--- config.mk ---
export PLATFORM = sky130hd
export DESIGN_NAME = stencil_csr_row_generator_flat
export DESIGN_NICKNAME = d
export VERILOG_FILES = /design/src/rtl/scrg_pkg.sv /design/src/rtl/scrg_ifs.sv /design/src/rtl/stencil_csr_row_generator.sv /design/src/flat_wrapper.sv
export SDC_FILE = /design/constraint.sdc
export NUM_CORES = 2
export LEC_CHECK = 0
export BUFFER_PORTS_ARGS = -buffer_cell sky130_fd_sc_hd__buf_2
export CORE_MARGIN = 5
export CORE_UTILIZATION = 59
export CTS_BUF_LIST = sky130_fd_sc_hd__clkbuf_8
export DETAILED_ROUTE_END_ITERATION = 8
export PLACE_DENSITY = 0.79
export SETUP_SLACK_MARGIN = 0.15
export SYNTH_ARGS = -nofsm -noshare
export SYNTH_HDL_FRONTEND = slang
export SYNTH_SLANG_ARGS = --single-unit
--- constraint.sdc ---
create_clock -name clock -period 5.1 [get_ports clock]
set_input_delay 0.765 -clock clock [delete_from_list [all_inputs] [get_ports clock]]
set_output_delay 0.765 -clock clock [all_outputs]
set_load 0.005 [all_outputs]
--- src/rtl/scrg_pkg.sv ---
// Shared types, constants and the tap microcode ROM of the stencil CSR row generator.
// Used by the channel interfaces and by the top level; depends on nothing.

package scrg_pkg;

   localparam int COORD_W = 10;
   localparam int EXT_W   = 11;
   localparam int COL_W   = 30;
   localparam int COEF_W  = 6;
   localparam int POS_W   = 35;
   localparam int MODE_W  = 3;
   localparam int CSR_IDX_W = 2;
   localparam int UADDR_W = 6;

   // stencil modes
   localparam logic [MODE_W-1:0] MODE_1D3  = 3'd0;
   localparam logic [MODE_W-1:0] MODE_2D5  = 3'd1;
   localparam logic [MODE_W-1:0] MODE_2D9  = 3'd2;
   localparam logic [MODE_W-1:0] MODE_3D7  = 3'd3;
   localparam logic [MODE_W-1:0] MODE_3D27 = 3'd4;

   // register indexes
   localparam logic [CSR_IDX_W-1:0] CSR_MODE   = 2'd0;
   localparam logic [CSR_IDX_W-1:0] CSR_WIDTH  = 2'd1;
   localparam logic [CSR_IDX_W-1:0] CSR_HEIGHT = 2'd2;
   localparam logic [CSR_IDX_W-1:0] CSR_DEPTH  = 2'd3;

   // tap offsets
   localparam logic signed [1:0] OFS_N = -2'sd1;
   localparam logic signed [1:0] OFS_Z = 2'sd0;
   localparam logic signed [1:0] OFS_P = 2'sd1;

   // coefficients
   localparam logic signed [COEF_W-1:0] C_M1  = -6'sd1;
   localparam logic signed [COEF_W-1:0] C_M2  = -6'sd2;
   localparam logic signed [COEF_W-1:0] C_M4  = -6'sd4;
   localparam logic signed [COEF_W-1:0] C_2   = 6'sd2;
   localparam logic signed [COEF_W-1:0] C_4   = 6'sd4;
   localparam logic signed [COEF_W-1:0] C_6   = 6'sd6;
   localparam logic signed [COEF_W-1:0] C_8   = 6'sd8;
   localparam logic signed [COEF_W-1:0] C_26  = 6'sd26;

   // program entry points
   localparam logic [UADDR_W-1:0] ENTRY_1D3  = 6'd0;
   localparam logic [UADDR_W-1:0] ENTRY_2D5  = 6'd3;
   localparam logic [UADDR_W-1:0] ENTRY_2D9  = 6'd8;
   localparam logic [UADDR_W-1:0] ENTRY_3D7  = 6'd17;
   localparam logic [UADDR_W-1:0] ENTRY_3D27 = 6'd24;

   // one control word per tap step
   typedef struct packed {
      logic signed [1:0]        dx;
      logic signed [1:0]        dy;
      logic signed [1:0]        dz;
      logic signed [COEF_W-1:0] coef;
      logic                     end_prog;
   } ucode_type;

   function automatic ucode_type uw(input logic signed [1:0] dx,
                                    input logic signed [1:0] dy,
                                    input logic signed [1:0] dz,
                                    input logic signed [COEF_W-1:0] coef,
                                    input logic end_prog);
      ucode_type w;
      w.dx       = dx;
      w.dy       = dy;
      w.dz       = dz;
      w.coef     = coef;
      w.end_prog = end_prog;
      return w;
   endfunction

   function automatic logic [UADDR_W-1:0] mode_entry(input logic [MODE_W-1:0] mode);
      logic [UADDR_W-1:0] a;
      case (mode)
         MODE_1D3:  a = ENTRY_1D3;
         MODE_2D5:  a = ENTRY_2D5;
         MODE_2D9:  a = ENTRY_2D9;
         MODE_3D7:  a = ENTRY_3D7;
         default:   a = ENTRY_3D27;
      endcase
      return a;
   endfunction

   function automatic ucode_type ucode_rom(input logic [UADDR_W-1:0] addr);
      ucode_type w;
      case (addr)
         // 1D 3-point
         6'd0:  w = uw(OFS_N, OFS_Z, OFS_Z, C_M1, 1'b0);
         6'd1:  w = uw(OFS_Z, OFS_Z, OFS_Z, C_2,  1'b0);
         6'd2:  w = uw(OFS_P, OFS_Z, OFS_Z, C_M1, 1'b1);
         // 2D 5-point
         6'd3:  w = uw(OFS_Z, OFS_Z, OFS_Z, C_4,  1'b0);
         6'd4:  w = uw(OFS_N, OFS_Z, OFS_Z, C_M1, 1'b0);
         6'd5:  w = uw(OFS_P, OFS_Z, OFS_Z, C_M1, 1'b0);
         6'd6:  w = uw(OFS_Z, OFS_N, OFS_Z, C_M1, 1'b0);
         6'd7:  w = uw(OFS_Z, OFS_P, OFS_Z, C_M1, 1'b1);
         // 2D 9-point
         6'd8:  w = uw(OFS_Z, OFS_Z, OFS_Z, C_8,  1'b0);
         6'd9:  w = uw(OFS_N, OFS_Z, OFS_Z, C_M2, 1'b0);
         6'd10: w = uw(OFS_P, OFS_Z, OFS_Z, C_M2, 1'b0);
         6'd11: w = uw(OFS_Z, OFS_N, OFS_Z, C_M2, 1'b0);
         6'd12: w = uw(OFS_Z, OFS_P, OFS_Z, C_M2, 1'b0);
         6'd13: w = uw(OFS_N, OFS_N, OFS_Z, C_M1, 1'b0);
         6'd14: w = uw(OFS_N, OFS_P, OFS_Z, C_M1, 1'b0);
         6'd15: w = uw(OFS_P, OFS_N, OFS_Z, C_M1, 1'b0);
         6'd16: w = uw(OFS_P, OFS_P, OFS_Z, C_M1, 1'b1);
         // 3D 7-point
         6'd17: w = uw(OFS_Z, OFS_Z, OFS_Z, C_6,  1'b0);
         6'd18: w = uw(OFS_N, OFS_Z, OFS_Z, C_M1, 1'b0);
         6'd19: w = uw(OFS_P, OFS_Z, OFS_Z, C_M1, 1'b0);
         6'd20: w = uw(OFS_Z, OFS_N, OFS_Z, C_M1, 1'b0);
         6'd21: w = uw(OFS_Z, OFS_P, OFS_Z, C_M1, 1'b0);
         6'd22: w = uw(OFS_Z, OFS_Z, OFS_N, C_M1, 1'b0);
         6'd23: w = uw(OFS_Z, OFS_Z, OFS_P, C_M1, 1'b1);
         // 3D 27-point, dz outer, dy middle, dx inner
         6'd24: w = uw(OFS_N, OFS_N, OFS_N, C_M1, 1'b0);
         6'd25: w = uw(OFS_Z, OFS_N, OFS_N, C_M1, 1'b0);
         6'd26: w = uw(OFS_P, OFS_N, OFS_N, C_M1, 1'b0);
         6'd27: w = uw(OFS_N, OFS_Z, OFS_N, C_M1, 1'b0);
         6'd28: w = uw(OFS_Z, OFS_Z, OFS_N, C_M4, 1'b0);
         6'd29: w = uw(OFS_P, OFS_Z, OFS_N, C_M1, 1'b0);
         6'd30: w = uw(OFS_N, OFS_P, OFS_N, C_M1, 1'b0);
         6'd31: w = uw(OFS_Z, OFS_P, OFS_N, C_M1, 1'b0);
         6'd32: w = uw(OFS_P, OFS_P, OFS_N, C_M1, 1'b0);
         6'd33: w = uw(OFS_N, OFS_N, OFS_Z, C_M1, 1'b0);
         6'd34: w = uw(OFS_Z, OFS_N, OFS_Z, C_M4, 1'b0);
         6'd35: w = uw(OFS_P, OFS_N, OFS_Z, C_M1, 1'b0);
         6'd36: w = uw(OFS_N, OFS_Z, OFS_Z, C_M4, 1'b0);
         6'd37: w = uw(OFS_Z, OFS_Z, OFS_Z, C_26, 1'b0);
         6'd38: w = uw(OFS_P, OFS_Z, OFS_Z, C_M4, 1'b0);
         6'd39: w = uw(OFS_N, OFS_P, OFS_Z, C_M1, 1'b0);
         6'd40: w = uw(OFS_Z, OFS_P, OFS_Z, C_M4, 1'b0);
         6'd41: w = uw(OFS_P, OFS_P, OFS_Z, C_M1, 1'b0);
         6'd42: w = uw(OFS_N, OFS_N, OFS_P, C_M1, 1'b0);
         6'd43: w = uw(OFS_Z, OFS_N, OFS_P, C_M1, 1'b0);
         6'd44: w = uw(OFS_P, OFS_N, OFS_P, C_M1, 1'b0);
         6'd45: w = uw(OFS_N, OFS_Z, OFS_P, C_M1, 1'b0);
         6'd46: w = uw(OFS_Z, OFS_Z, OFS_P, C_M4, 1'b0);
         6'd47: w = uw(OFS_P, OFS_Z, OFS_P, C_M1, 1'b0);
         6'd48: w = uw(OFS_N, OFS_P, OFS_P, C_M1, 1'b0);
         6'd49: w = uw(OFS_Z, OFS_P, OFS_P, C_M1, 1'b0);
         6'd50: w = uw(OFS_P, OFS_P, OFS_P, C_M1, 1'b1);
         default: w = uw(OFS_Z, OFS_Z, OFS_Z, C_M1, 1'b1);
      endcase
      return w;
   endfunction

endpackage

--- src/rtl/scrg_ifs.sv ---
// Valid/ready channel interfaces of the stencil CSR row generator.
// Depends on scrg_pkg for the field widths.

interface scrg_req_if;
   logic                           valid;
   logic                           ready;
   logic                           restart;
   logic [scrg_pkg::COORD_W-1:0]   point_x;
   logic [scrg_pkg::COORD_W-1:0]   point_y;
   logic [scrg_pkg::COORD_W-1:0]   point_z;

   modport source (output valid, restart, point_x, point_y, point_z, input ready);
   modport sink   (input valid, restart, point_x, point_y, point_z, output ready);
endinterface

interface scrg_rsp_if;
   logic                                 valid;
   logic                                 ready;
   logic [scrg_pkg::COL_W-1:0]           column;
   logic signed [scrg_pkg::COEF_W-1:0]   coefficient;
   logic [scrg_pkg::POS_W-1:0]           entry_position;
   logic                                 last;
   logic                                 out_of_grid;

   modport source (output valid, column, coefficient, entry_position, last, out_of_grid,
                   input ready);
   modport sink   (input valid, column, coefficient, entry_position, last, out_of_grid,
                   output ready);
endinterface

--- src/rtl/stencil_csr_row_generator.sv ---
// Stencil CSR row generator: one grid point in, that point's CSR row of nonzeros out.
// Depends on scrg_pkg and the channel interfaces in scrg_ifs.sv.
//
// Each accepted point yields its in-grid stencil neighbors in stencil order, one
// word per cycle at best, with linear column, coefficient, running CSR position and
// a last mark; a point outside the grid (or an undefined mode) yields one flagged
// word. No new point is taken until the previous row is sent. A point in the grid
// (3, 5, 9, 7 or 27 taps by mode) goes through setup states that build W*H, y*W,
// z*W*H and the center column, then the microcode ROM is stepped one tap per cycle
// unless the output stalls, and a flush state sends the held entry with its last
// mark; an out-of-grid point goes through ST_OOG. A stalled result channel holds
// the sequencer at the tap that needs the output register. Extents above MAX_EXTENT
// are saturated to it; the running position wraps at 2^35 and restart clears it.

module stencil_csr_row_generator #(
   parameter int MAX_EXTENT = 1024
) (
   input  logic                              clock,
   input  logic                              reset,
   input  logic                              csr_write_en,
   input  logic [scrg_pkg::CSR_IDX_W-1:0]    csr_index,
   input  logic [scrg_pkg::EXT_W-1:0]        csr_wdata,
   scrg_req_if.sink                          req_port,
   scrg_rsp_if.source                        rsp_port
);

   localparam int EXT_W   = scrg_pkg::EXT_W;
   localparam int COL_W   = scrg_pkg::COL_W;
   localparam int COEF_W  = scrg_pkg::COEF_W;
   localparam int POS_W   = scrg_pkg::POS_W;
   localparam int MODE_W  = scrg_pkg::MODE_W;
   localparam int CRD_W   = scrg_pkg::COORD_W;
   localparam int UADDR_W = scrg_pkg::UADDR_W;
   localparam int WH_W    = 2 * EXT_W;
   localparam int EXT_CAP = (MAX_EXTENT > (2 ** EXT_W) - 1) ? (2 ** EXT_W) - 1 : MAX_EXTENT;

   typedef enum logic [2:0] {
      ST_IDLE, ST_OOG, ST_MUL_WH, ST_MUL_YW, ST_MUL_ZWH, ST_SUM, ST_TAPS, ST_FLUSH
   } state_type;

   // config
   logic [MODE_W-1:0] mode_ff, mode_in;
   logic [EXT_W-1:0]  width_ff, width_in, height_ff, height_in, depth_ff, depth_in;

   // per-row context
   state_type          state_ff, state_in;
   logic [UADDR_W-1:0] step_ff, step_in;
   logic [CRD_W-1:0]   px_ff, px_in, py_ff, py_in, pz_ff, pz_in;
   logic [EXT_W-1:0]   ew_ff, ew_in, eh_ff, eh_in, ed_ff, ed_in;
   logic [WH_W-1:0]    wh_ff, wh_in;
   logic [COL_W-1:0]   yw_ff, yw_in, zwh_ff, zwh_in, center_ff, center_in;
   logic [POS_W-1:0]   count_ff, count_in;

   // held entry, waiting to learn whether it is the row's last
   logic                     pend_valid_ff, pend_valid_in;
   logic [COL_W-1:0]         pend_col_ff, pend_col_in;
   logic signed [COEF_W-1:0] pend_coef_ff, pend_coef_in;

   // output register
   logic                     out_valid_ff, out_valid_in;
   logic [COL_W-1:0]         out_col_ff, out_col_in;
   logic signed [COEF_W-1:0] out_coef_ff, out_coef_in;
   logic [POS_W-1:0]         out_pos_ff, out_pos_in;
   logic                     out_last_ff, out_last_in;
   logic                     out_oog_ff, out_oog_in;

   logic [EXT_W-1:0]   w_cl, h_cl, d_cl, a_ew, a_eh, a_ed;
   logic [CRD_W-1:0]   a_py, a_pz;
   logic               a_oog;
   logic               out_free, out_load, load_oog;
   scrg_pkg::ucode_type uword;
   logic               x_ok, y_ok, z_ok, tap_ok;
   logic [COL_W-1:0]   xoff, yoff, zoff, tap_col;
   logic [2*COL_W-1:0] zprod;

   function automatic logic [EXT_W-1:0] clamp_ext(input logic [EXT_W-1:0] v);
      return (v > EXT_W'(EXT_CAP)) ? EXT_W'(EXT_CAP) : v;
   endfunction

   assign w_cl = clamp_ext(width_ff);
   assign h_cl = clamp_ext(height_ff);
   assign d_cl = clamp_ext(depth_ff);

   // effective extents and coordinates of an arriving point
   always_comb begin
      a_ew = w_cl;
      a_eh = (mode_ff == scrg_pkg::MODE_1D3) ? EXT_W'(1) : h_cl;
      a_py = (mode_ff == scrg_pkg::MODE_1D3) ? '0 : req_port.point_y;
      a_ed = (mode_ff <= scrg_pkg::MODE_2D9) ? EXT_W'(1) : d_cl;
      a_pz = (mode_ff <= scrg_pkg::MODE_2D9) ? '0 : req_port.point_z;
      a_oog = (mode_ff > scrg_pkg::MODE_3D27)
           || ({1'b0, req_port.point_x} >= a_ew)
           || ({1'b0, a_py} >= a_eh)
           || ({1'b0, a_pz} >= a_ed);
   end

   // tap datapath
   assign uword = scrg_pkg::ucode_rom(step_ff);

   always_comb begin
      x_ok = (uword.dx == scrg_pkg::OFS_Z)
          || ((uword.dx == scrg_pkg::OFS_N) && (px_ff != '0))
          || ((uword.dx == scrg_pkg::OFS_P) && ((EXT_W'(px_ff) + EXT_W'(1)) < ew_ff));
      y_ok = (uword.dy == scrg_pkg::OFS_Z)
          || ((uword.dy == scrg_pkg::OFS_N) && (py_ff != '0))
          || ((uword.dy == scrg_pkg::OFS_P) && ((EXT_W'(py_ff) + EXT_W'(1)) < eh_ff));
      z_ok = (uword.dz == scrg_pkg::OFS_Z)
          || ((uword.dz == scrg_pkg::OFS_N) && (pz_ff != '0))
          || ((uword.dz == scrg_pkg::OFS_P) && ((EXT_W'(pz_ff) + EXT_W'(1)) < ed_ff));
      tap_ok = x_ok && y_ok && z_ok;

      case (uword.dx)
         scrg_pkg::OFS_P: xoff = COL_W'(1);
         scrg_pkg::OFS_N: xoff = '1;
         default:         xoff = '0;
      endcase
      case (uword.dy)
         scrg_pkg::OFS_P: yoff = COL_W'(ew_ff);
         scrg_pkg::OFS_N: yoff = COL_W'(0) - COL_W'(ew_ff);
         default:         yoff = '0;
      endcase
      case (uword.dz)
         scrg_pkg::OFS_P: zoff = COL_W'(wh_ff);
         scrg_pkg::OFS_N: zoff = COL_W'(0) - COL_W'(wh_ff);
         default:         zoff = '0;
      endcase
      // all column math is modulo 2^30
      tap_col = center_ff + xoff + yoff + zoff;
   end

   assign zprod    = COL_W'(pz_ff) * COL_W'(wh_ff);
   assign out_free = !out_valid_ff || rsp_port.ready;

   always_comb begin
      state_in      = state_ff;
      step_in       = step_ff;
      mode_in       = mode_ff;
      width_in      = width_ff;
      height_in     = height_ff;
      depth_in      = depth_ff;
      px_in         = px_ff;
      py_in         = py_ff;
      pz_in         = pz_ff;
      ew_in         = ew_ff;
      eh_in         = eh_ff;
      ed_in         = ed_ff;
      wh_in         = wh_ff;
      yw_in         = yw_ff;
      zwh_in        = zwh_ff;
      center_in     = center_ff;
      count_in      = count_ff;
      pend_valid_in = pend_valid_ff;
      pend_col_in   = pend_col_ff;
      pend_coef_in  = pend_coef_ff;
      out_valid_in  = out_valid_ff && !rsp_port.ready;
      out_col_in    = out_col_ff;
      out_coef_in   = out_coef_ff;
      out_pos_in    = out_pos_ff;
      out_last_in   = out_last_ff;
      out_oog_in    = out_oog_ff;
      out_load      = 1'b0;
      load_oog      = 1'b0;

      if (csr_write_en) begin
         case (csr_index)
            scrg_pkg::CSR_MODE:   mode_in   = csr_wdata[MODE_W-1:0];
            scrg_pkg::CSR_WIDTH:  width_in  = csr_wdata;
            scrg_pkg::CSR_HEIGHT: height_in = csr_wdata;
            scrg_pkg::CSR_DEPTH:  depth_in  = csr_wdata;
            default: ;
         endcase
      end

      case (state_ff)
         ST_IDLE: begin
            if (req_port.valid) begin
               px_in = req_port.point_x;
               py_in = a_py;
               pz_in = a_pz;
               ew_in = a_ew;
               eh_in = a_eh;
               ed_in = a_ed;
               if (req_port.restart) begin
                  count_in = '0;
               end
               state_in = a_oog ? ST_OOG : ST_MUL_WH;
            end
         end
         ST_OOG: begin
            if (out_free) begin
               out_load    = 1'b1;
               load_oog    = 1'b1;
               out_col_in  = '0;
               out_coef_in = '0;
               out_last_in = 1'b1;
               out_oog_in  = 1'b1;
               state_in    = ST_IDLE;
            end
         end
         ST_MUL_WH: begin
            wh_in    = WH_W'(ew_ff) * WH_W'(eh_ff);
            state_in = ST_MUL_YW;
         end
         ST_MUL_YW: begin
            yw_in    = COL_W'(py_ff) * COL_W'(ew_ff);
            state_in = ST_MUL_ZWH;
         end
         ST_MUL_ZWH: begin
            zwh_in   = zprod[COL_W-1:0];
            state_in = ST_SUM;
         end
         ST_SUM: begin
            center_in     = COL_W'(px_ff) + yw_ff + zwh_ff;
            step_in       = scrg_pkg::mode_entry(mode_ff);
            pend_valid_in = 1'b0;
            state_in      = ST_TAPS;
         end
         ST_TAPS: begin
            // an in-grid tap pushes the held entry out, so it needs the output free
            if (!tap_ok || !pend_valid_ff || out_free) begin
               if (tap_ok) begin
                  pend_valid_in = 1'b1;
                  pend_col_in   = tap_col;
                  pend_coef_in  = uword.coef;
                  if (pend_valid_ff) begin
                     out_load    = 1'b1;
                     out_col_in  = pend_col_ff;
                     out_coef_in = pend_coef_ff;
                     out_last_in = 1'b0;
                     out_oog_in  = 1'b0;
                  end
               end
               if (uword.end_prog) begin
                  state_in = ST_FLUSH;
               end else begin
                  step_in = step_ff + UADDR_W'(1);
               end
            end
         end
         ST_FLUSH: begin
            if (out_free) begin
               out_load      = 1'b1;
               out_col_in    = pend_col_ff;
               out_coef_in   = pend_coef_ff;
               out_last_in   = 1'b1;
               out_oog_in    = 1'b0;
               pend_valid_in = 1'b0;
               state_in      = ST_IDLE;
            end
         end
         default: state_in = ST_IDLE;
      endcase

      if (out_load) begin
         out_valid_in = 1'b1;
         out_pos_in   = count_ff;
         if (!load_oog) begin
            count_in = count_ff + POS_W'(1);
         end
      end
   end

   always_ff @(posedge clock) begin
      if (reset) begin
         state_ff      <= ST_IDLE;
         mode_ff       <= scrg_pkg::MODE_1D3;
         width_ff      <= EXT_W'(10);
         height_ff     <= EXT_W'(10);
         depth_ff      <= EXT_W'(10);
         count_ff      <= '0;
         pend_valid_ff <= 1'b0;
         out_valid_ff  <= 1'b0;
      end else begin
         state_ff      <= state_in;
         mode_ff       <= mode_in;
         width_ff      <= width_in;
         height_ff     <= height_in;
         depth_ff      <= depth_in;
         count_ff      <= count_in;
         pend_valid_ff <= pend_valid_in;
         out_valid_ff  <= out_valid_in;
      end
      step_ff      <= step_in;
      px_ff        <= px_in;
      py_ff        <= py_in;
      pz_ff        <= pz_in;
      ew_ff        <= ew_in;
      eh_ff        <= eh_in;
      ed_ff        <= ed_in;
      wh_ff        <= wh_in;
      yw_ff        <= yw_in;
      zwh_ff       <= zwh_in;
      center_ff    <= center_in;
      pend_col_ff  <= pend_col_in;
      pend_coef_ff <= pend_coef_in;
      out_col_ff   <= out_col_in;
      out_coef_ff  <= out_coef_in;
      out_pos_ff   <= out_pos_in;
      out_last_ff  <= out_last_in;
      out_oog_ff   <= out_oog_in;
   end

   assign req_port.ready          = (state_ff == ST_IDLE);
   assign rsp_port.valid          = out_valid_ff;
   assign rsp_port.column         = out_col_ff;
   assign rsp_port.coefficient    = out_coef_ff;
   assign rsp_port.entry_position = out_pos_ff;
   assign rsp_port.last           = out_last_ff;
   assign rsp_port.out_of_grid    = out_oog_ff;

   // flagged words are single-word rows with a zero coefficient
   a_oog_word: assert property (@(posedge clock) disable iff (reset)
      (rsp_port.valid && rsp_port.out_of_grid) |-> (rsp_port.last && rsp_port.coefficient == '0))
      else $error("out-of-grid word not a lone zero entry");

   // the center tap is always in the grid, so a flush always has an entry
   a_flush_pend: assert property (@(posedge clock) disable iff (reset)
      (state_ff == ST_FLUSH) |-> pend_valid_ff)
      else $error("flush with no held entry");

   // every in-grid word advances the running position by one
   a_count_step: assert property (@(posedge clock) disable iff (reset)
      (out_load && !load_oog) |=> (count_ff == $past(count_ff) + POS_W'(1)))
      else $error("entry count did not advance");

   // a new row never starts with a stale held entry
   a_idle_clean: assert property (@(posedge clock) disable iff (reset)
      req_port.ready |-> !pend_valid_ff)
      else $error("held entry left over at row start");

endmodule

--- src/flat_wrapper.sv ---
// flat-port wrapper written by rule: the top's interface ports become plain ports
module stencil_csr_row_generator_flat 
#(
   parameter int MAX_EXTENT = 1024
)
  (clock, reset, csr_write_en, csr_index, csr_wdata, req_port_valid, req_port_restart, req_port_point_x, req_port_point_y, req_port_point_z, req_port_ready, rsp_port_valid, rsp_port_column, rsp_port_coefficient, rsp_port_entry_position, rsp_port_last, rsp_port_out_of_grid, rsp_port_ready);
  scrg_req_if req_port_i ();
  scrg_rsp_if rsp_port_i ();
  input  logic clock;
  input  logic reset;
  input  logic csr_write_en;
  input  logic [scrg_pkg::CSR_IDX_W-1:0] csr_index;
  input  logic [scrg_pkg::EXT_W-1:0] csr_wdata;
  input wire logic [$bits(req_port_i.valid)-1:0] req_port_valid;
  input wire logic [$bits(req_port_i.restart)-1:0] req_port_restart;
  input wire logic [$bits(req_port_i.point_x)-1:0] req_port_point_x;
  input wire logic [$bits(req_port_i.point_y)-1:0] req_port_point_y;
  input wire logic [$bits(req_port_i.point_z)-1:0] req_port_point_z;
  output wire logic [$bits(req_port_i.ready)-1:0] req_port_ready;
  output wire logic [$bits(rsp_port_i.valid)-1:0] rsp_port_valid;
  output wire logic [$bits(rsp_port_i.column)-1:0] rsp_port_column;
  output wire logic [$bits(rsp_port_i.coefficient)-1:0] rsp_port_coefficient;
  output wire logic [$bits(rsp_port_i.entry_position)-1:0] rsp_port_entry_position;
  output wire logic [$bits(rsp_port_i.last)-1:0] rsp_port_last;
  output wire logic [$bits(rsp_port_i.out_of_grid)-1:0] rsp_port_out_of_grid;
  input wire logic [$bits(rsp_port_i.ready)-1:0] rsp_port_ready;
  assign req_port_i.valid = req_port_valid;
  assign req_port_i.restart = req_port_restart;
  assign req_port_i.point_x = req_port_point_x;
  assign req_port_i.point_y = req_port_point_y;
  assign req_port_i.point_z = req_port_point_z;
  assign req_port_ready = req_port_i.ready;
  assign rsp_port_valid = rsp_port_i.valid;
  assign rsp_port_column = rsp_port_i.column;
  assign rsp_port_coefficient = rsp_port_i.coefficient;
  assign rsp_port_entry_position = rsp_port_i.entry_position;
  assign rsp_port_last = rsp_port_i.last;
  assign rsp_port_out_of_grid = rsp_port_i.out_of_grid;
  assign rsp_port_i.ready = rsp_port_ready;
  stencil_csr_row_generator #(.MAX_EXTENT(MAX_EXTENT)) u_core (.clock(clock), .reset(reset), .csr_write_en(csr_write_en), .csr_index(csr_index), .csr_wdata(csr_wdata), .req_port(req_port_i), .rsp_port(rsp_port_i));
endmodule
==> out/metrics.cfg <==
[status]
status=complete, but fails checks
violations=setup timing

[detailed_routing]
drtAntennaViolNets=0
firstDrtPassIters=8
drtIter0Drc=2679
via_per_inst=5.86
drc_errors=0
dr_total_vias=30100
postRouteWirelength_um=106000
wl_per_cell_um=20.6

[clocking]
cts_hold_buf=0
clk_latency_ns=0.69
cts_tree=done
cts_buffers=67
cts_sinks=370
clockRootBuffer=clkbuf_8
htree_levels=3
clk_path_buf_depth=3
cts.clk_slew.worst_paths_ns=0.06

[worst_setup_path]
critPathLaunchType=flop
required_ns=5.52
endpoint_kind=flop
crit_family=adder cells
crit_chain=buf_6 > buf_6 > and2_1 > fa_1 > fa_1 > ha_1 > inv_1 > fa_1 > inv_1 > fa_1 > ha_1 > or3_4 > o211ai_1 > a31oi_1 > a21oi_2 > nor2b_1 > o21a_1 > o41a_1 > xor2_1
path_common_cell=fa_1
crit_type=flop to flop
path_max_fanout=7
crit_slowest_cell=fa_1
slowest_delay_ns=0.55
critPathBufInv=4
worstPathArrival_ns=6.07

[synthesis]
ys_top_cells_by_count=inv_1, nand2_1, fa_1
yosysTopAreaCellShare=0.240
netlist_instances=3703
syn_nets=4425
synth_edf_count=281
async_flop_share=0
ys_warn_count=0
syn_area_mm2=0.0351
synth.most_common_cell=inv_1
yosysSeqAreaShare=0.291
synth_cell_type_count=82
ys_seq_elements=370
synth_top_area_cell=edfxtp_1
syn-mean-instance-area_um2=9.48
synth_ff_type=edfxtp_1
synthTopCellsByArea=edfxtp_1, fa_1, ha_1

[global_routing]
grtUsageTotal=0.290
antenna_found_initial=2
grt_pass1_wl_um=150000
grt_max_degree=77
grt_pass1_vias=29500
grt.overflow.total=0

[floorplanning]
fp-row-count=89
die-area_mm2=0.0645
dieHeight_um=254
pin_count=124
die_x_um=254
core_area_mm2=0.0590
initial_core_util=0.595

[finish]
n_fill_cell=3582
drive_gt1_frac=0.271
final_nets=5030
synthToLayoutAreaGrowth_pct=26.5

[sta]
rsz0062_at_grt=true
max_clock_freq_ghz=0.177
period_needed_ns=5.65
finClkSkew_ns=0.0711
timing.final.hold_violations=0
layout_setup_ws_ns=-0.550
setup_tns_ns=-10.64
slew_viol_final=0
setup_viol=44
max_slew_margin=0.238
finalCritPeriodShare=1.11
tightest_slew_ns=1.14

[flow_run]
cap_violations=0

[worst_hold_path]
min_path_type=input port to flop

[placement]
dp_hpwl_um=71500
gp_congestion=0.995
io_buffers=123

## metal layers
metal | up-vias | wire, µm | GRT usage
met2 | 1604 | 51100 | 0.480
met4 | 0 | 5860 | 0.118
li1 | 13400 | - | -
met3 | 425 | 9690 | 0.0609
met1 | 14700 | 39300 | 0.376
met5 | - | 0 | 0
## cells by family after synthesis
group                      synth area share
and+or+nand+nor                       0.171
buffers and inverters                0.0738
adders and majority gates             0.317
AOI/OAI and AO/OA                    0.0906
DFF                                   0.291
xor gates and xnor gates             0.0474
muxes                               0.00827
## registers in the layout, summed over array words and instances (netlist names), 6 cells and up
signal,flops
u_core.step_ff,6
u_core.rsp_port.entry_position,35
u_core.uword,13
u_core.height_ff,11
u_core.wh_ff,22
u_core.eh_ff,11
u_core.rsp_port.column,30
u_core.yw_ff,21
u_core.pend_coef_ff,6
u_core.ew_ff,11
u_core.px_ff,10
u_core.rsp_port.coefficient,6
u_core.py_ff,10
u_core.ed_ff,11
u_core.width_ff,11
u_core.pend_col_ff,30
u_core.zwh_ff,30
u_core.center_ff,30
u_core.depth_ff,11
u_core.pz_ff,10
u_core.count_ff,35
## placed cells by master, fill, tap and decap left out, types with 19 or more instances in the layout
cell type,Yosys,layout
a21o_1,36,36
a21oi_1,171,134
a21oi_2,0,26
and2_1,175,149
and2_4,0,24
and3_1,63,57
buf_2,4,124
buf_4,1,448
buf_6,1,86
clkbuf_8,0,73
dfxtp_1,89,89
edfxtp_1,281,281
fa_1,361,338
fa_2,0,23
ha_1,312,265
ha_4,0,40
inv_1,533,509
inv_2,2,50
nand2_1,480,442
nand2_2,0,21
nand2b_1,32,29
nand3_1,66,59
nand4_1,20,20
nor2_1,247,215
nor2_2,0,25
nor2b_1,42,37
nor3_1,39,30
o21a_1,25,24
o21ai_0,110,80
o21ai_2,0,19
xnor2_1,140,127
xor2_1,50,47
## timing repair
action                     in CTS  in global routing
setup endpoints to repair      47                138
gates cloned                    2                  0
pin swaps                      77                190
setup buffers                  82                 85
resized for setup             173                316
## path summary, 6_finish.rpt
kind,start,cells past startpoint,slack (ns),end
setup / recovery,u_core.ew_ff[2],19,-0.55,u_core.yw_ff[19]
hold / removal,req_port_point_x[5],1,0.29,u_core.px_ff[5]
setup reg to reg,u_core.ew_ff[2],19,-0.55,u_core.yw_ff[19]
hold reg to reg,u_core.uword[1],0,0.41,u_core.pend_coef_ff[0]
## worst reg2reg max path, cell delays in order, from the launching register on
cell and delay (ns):
edfxtp_1 0.43, buf_6 0.17, buf_6 0.14, and2_1 0.15
fa_1 0.40, fa_1 0.51, ha_1 0.32, inv_1 0.06
fa_1 0.55, inv_1 0.06, fa_1 0.47, ha_1 0.27
or3_4 0.41, o211ai_1 0.29, a31oi_1 0.17, a21oi_2 0.19
nor2b_1 0.07, o21a_1 0.21, o41a_1 0.36, xor2_1 0.17
## layout make-up
| type | instances | area, µm² | area share |
|---|---|---|---|
| Antenna cell | 2 | 5.00 | 0.000113 |
| Clock buffer | 72 | 991 | 0.0223 |
| Clock inverter | 50 | 339 | 0.00764 |
| Inverter | 543 | 2070 | 0.0465 |
| Multi-Input combinational cell | 2647 | 24500 | 0.551 |
| Sequential cell | 370 | 10200 | 0.230 |
| Tap cell | 773 | 967 | 0.0218 |
| Timing Repair Buffer | 679 | 5340 | 0.120 |
## through the flow
step           std cells  setup WS, ns  cell area (µm²)  utilization  hold slack (ns)
2_1_floorplan       3703        -0.139            36100            -            0.386
6_report            5136        -0.550            44400        0.752            0.287
4_1_cts             5049        -0.296            42400        0.718            0.254
3_3_place_gp        4843        -0.291            39700        0.673            0.389
3_5_place_dp        4843        -0.398            39700        0.673            0.393
5_1_grt             5136        -0.655            44400        0.752            0.271
Power is left out: the tool's default activity adds up to more than one toggle a clock period on the data nets, which glitch-free logic cannot reach.
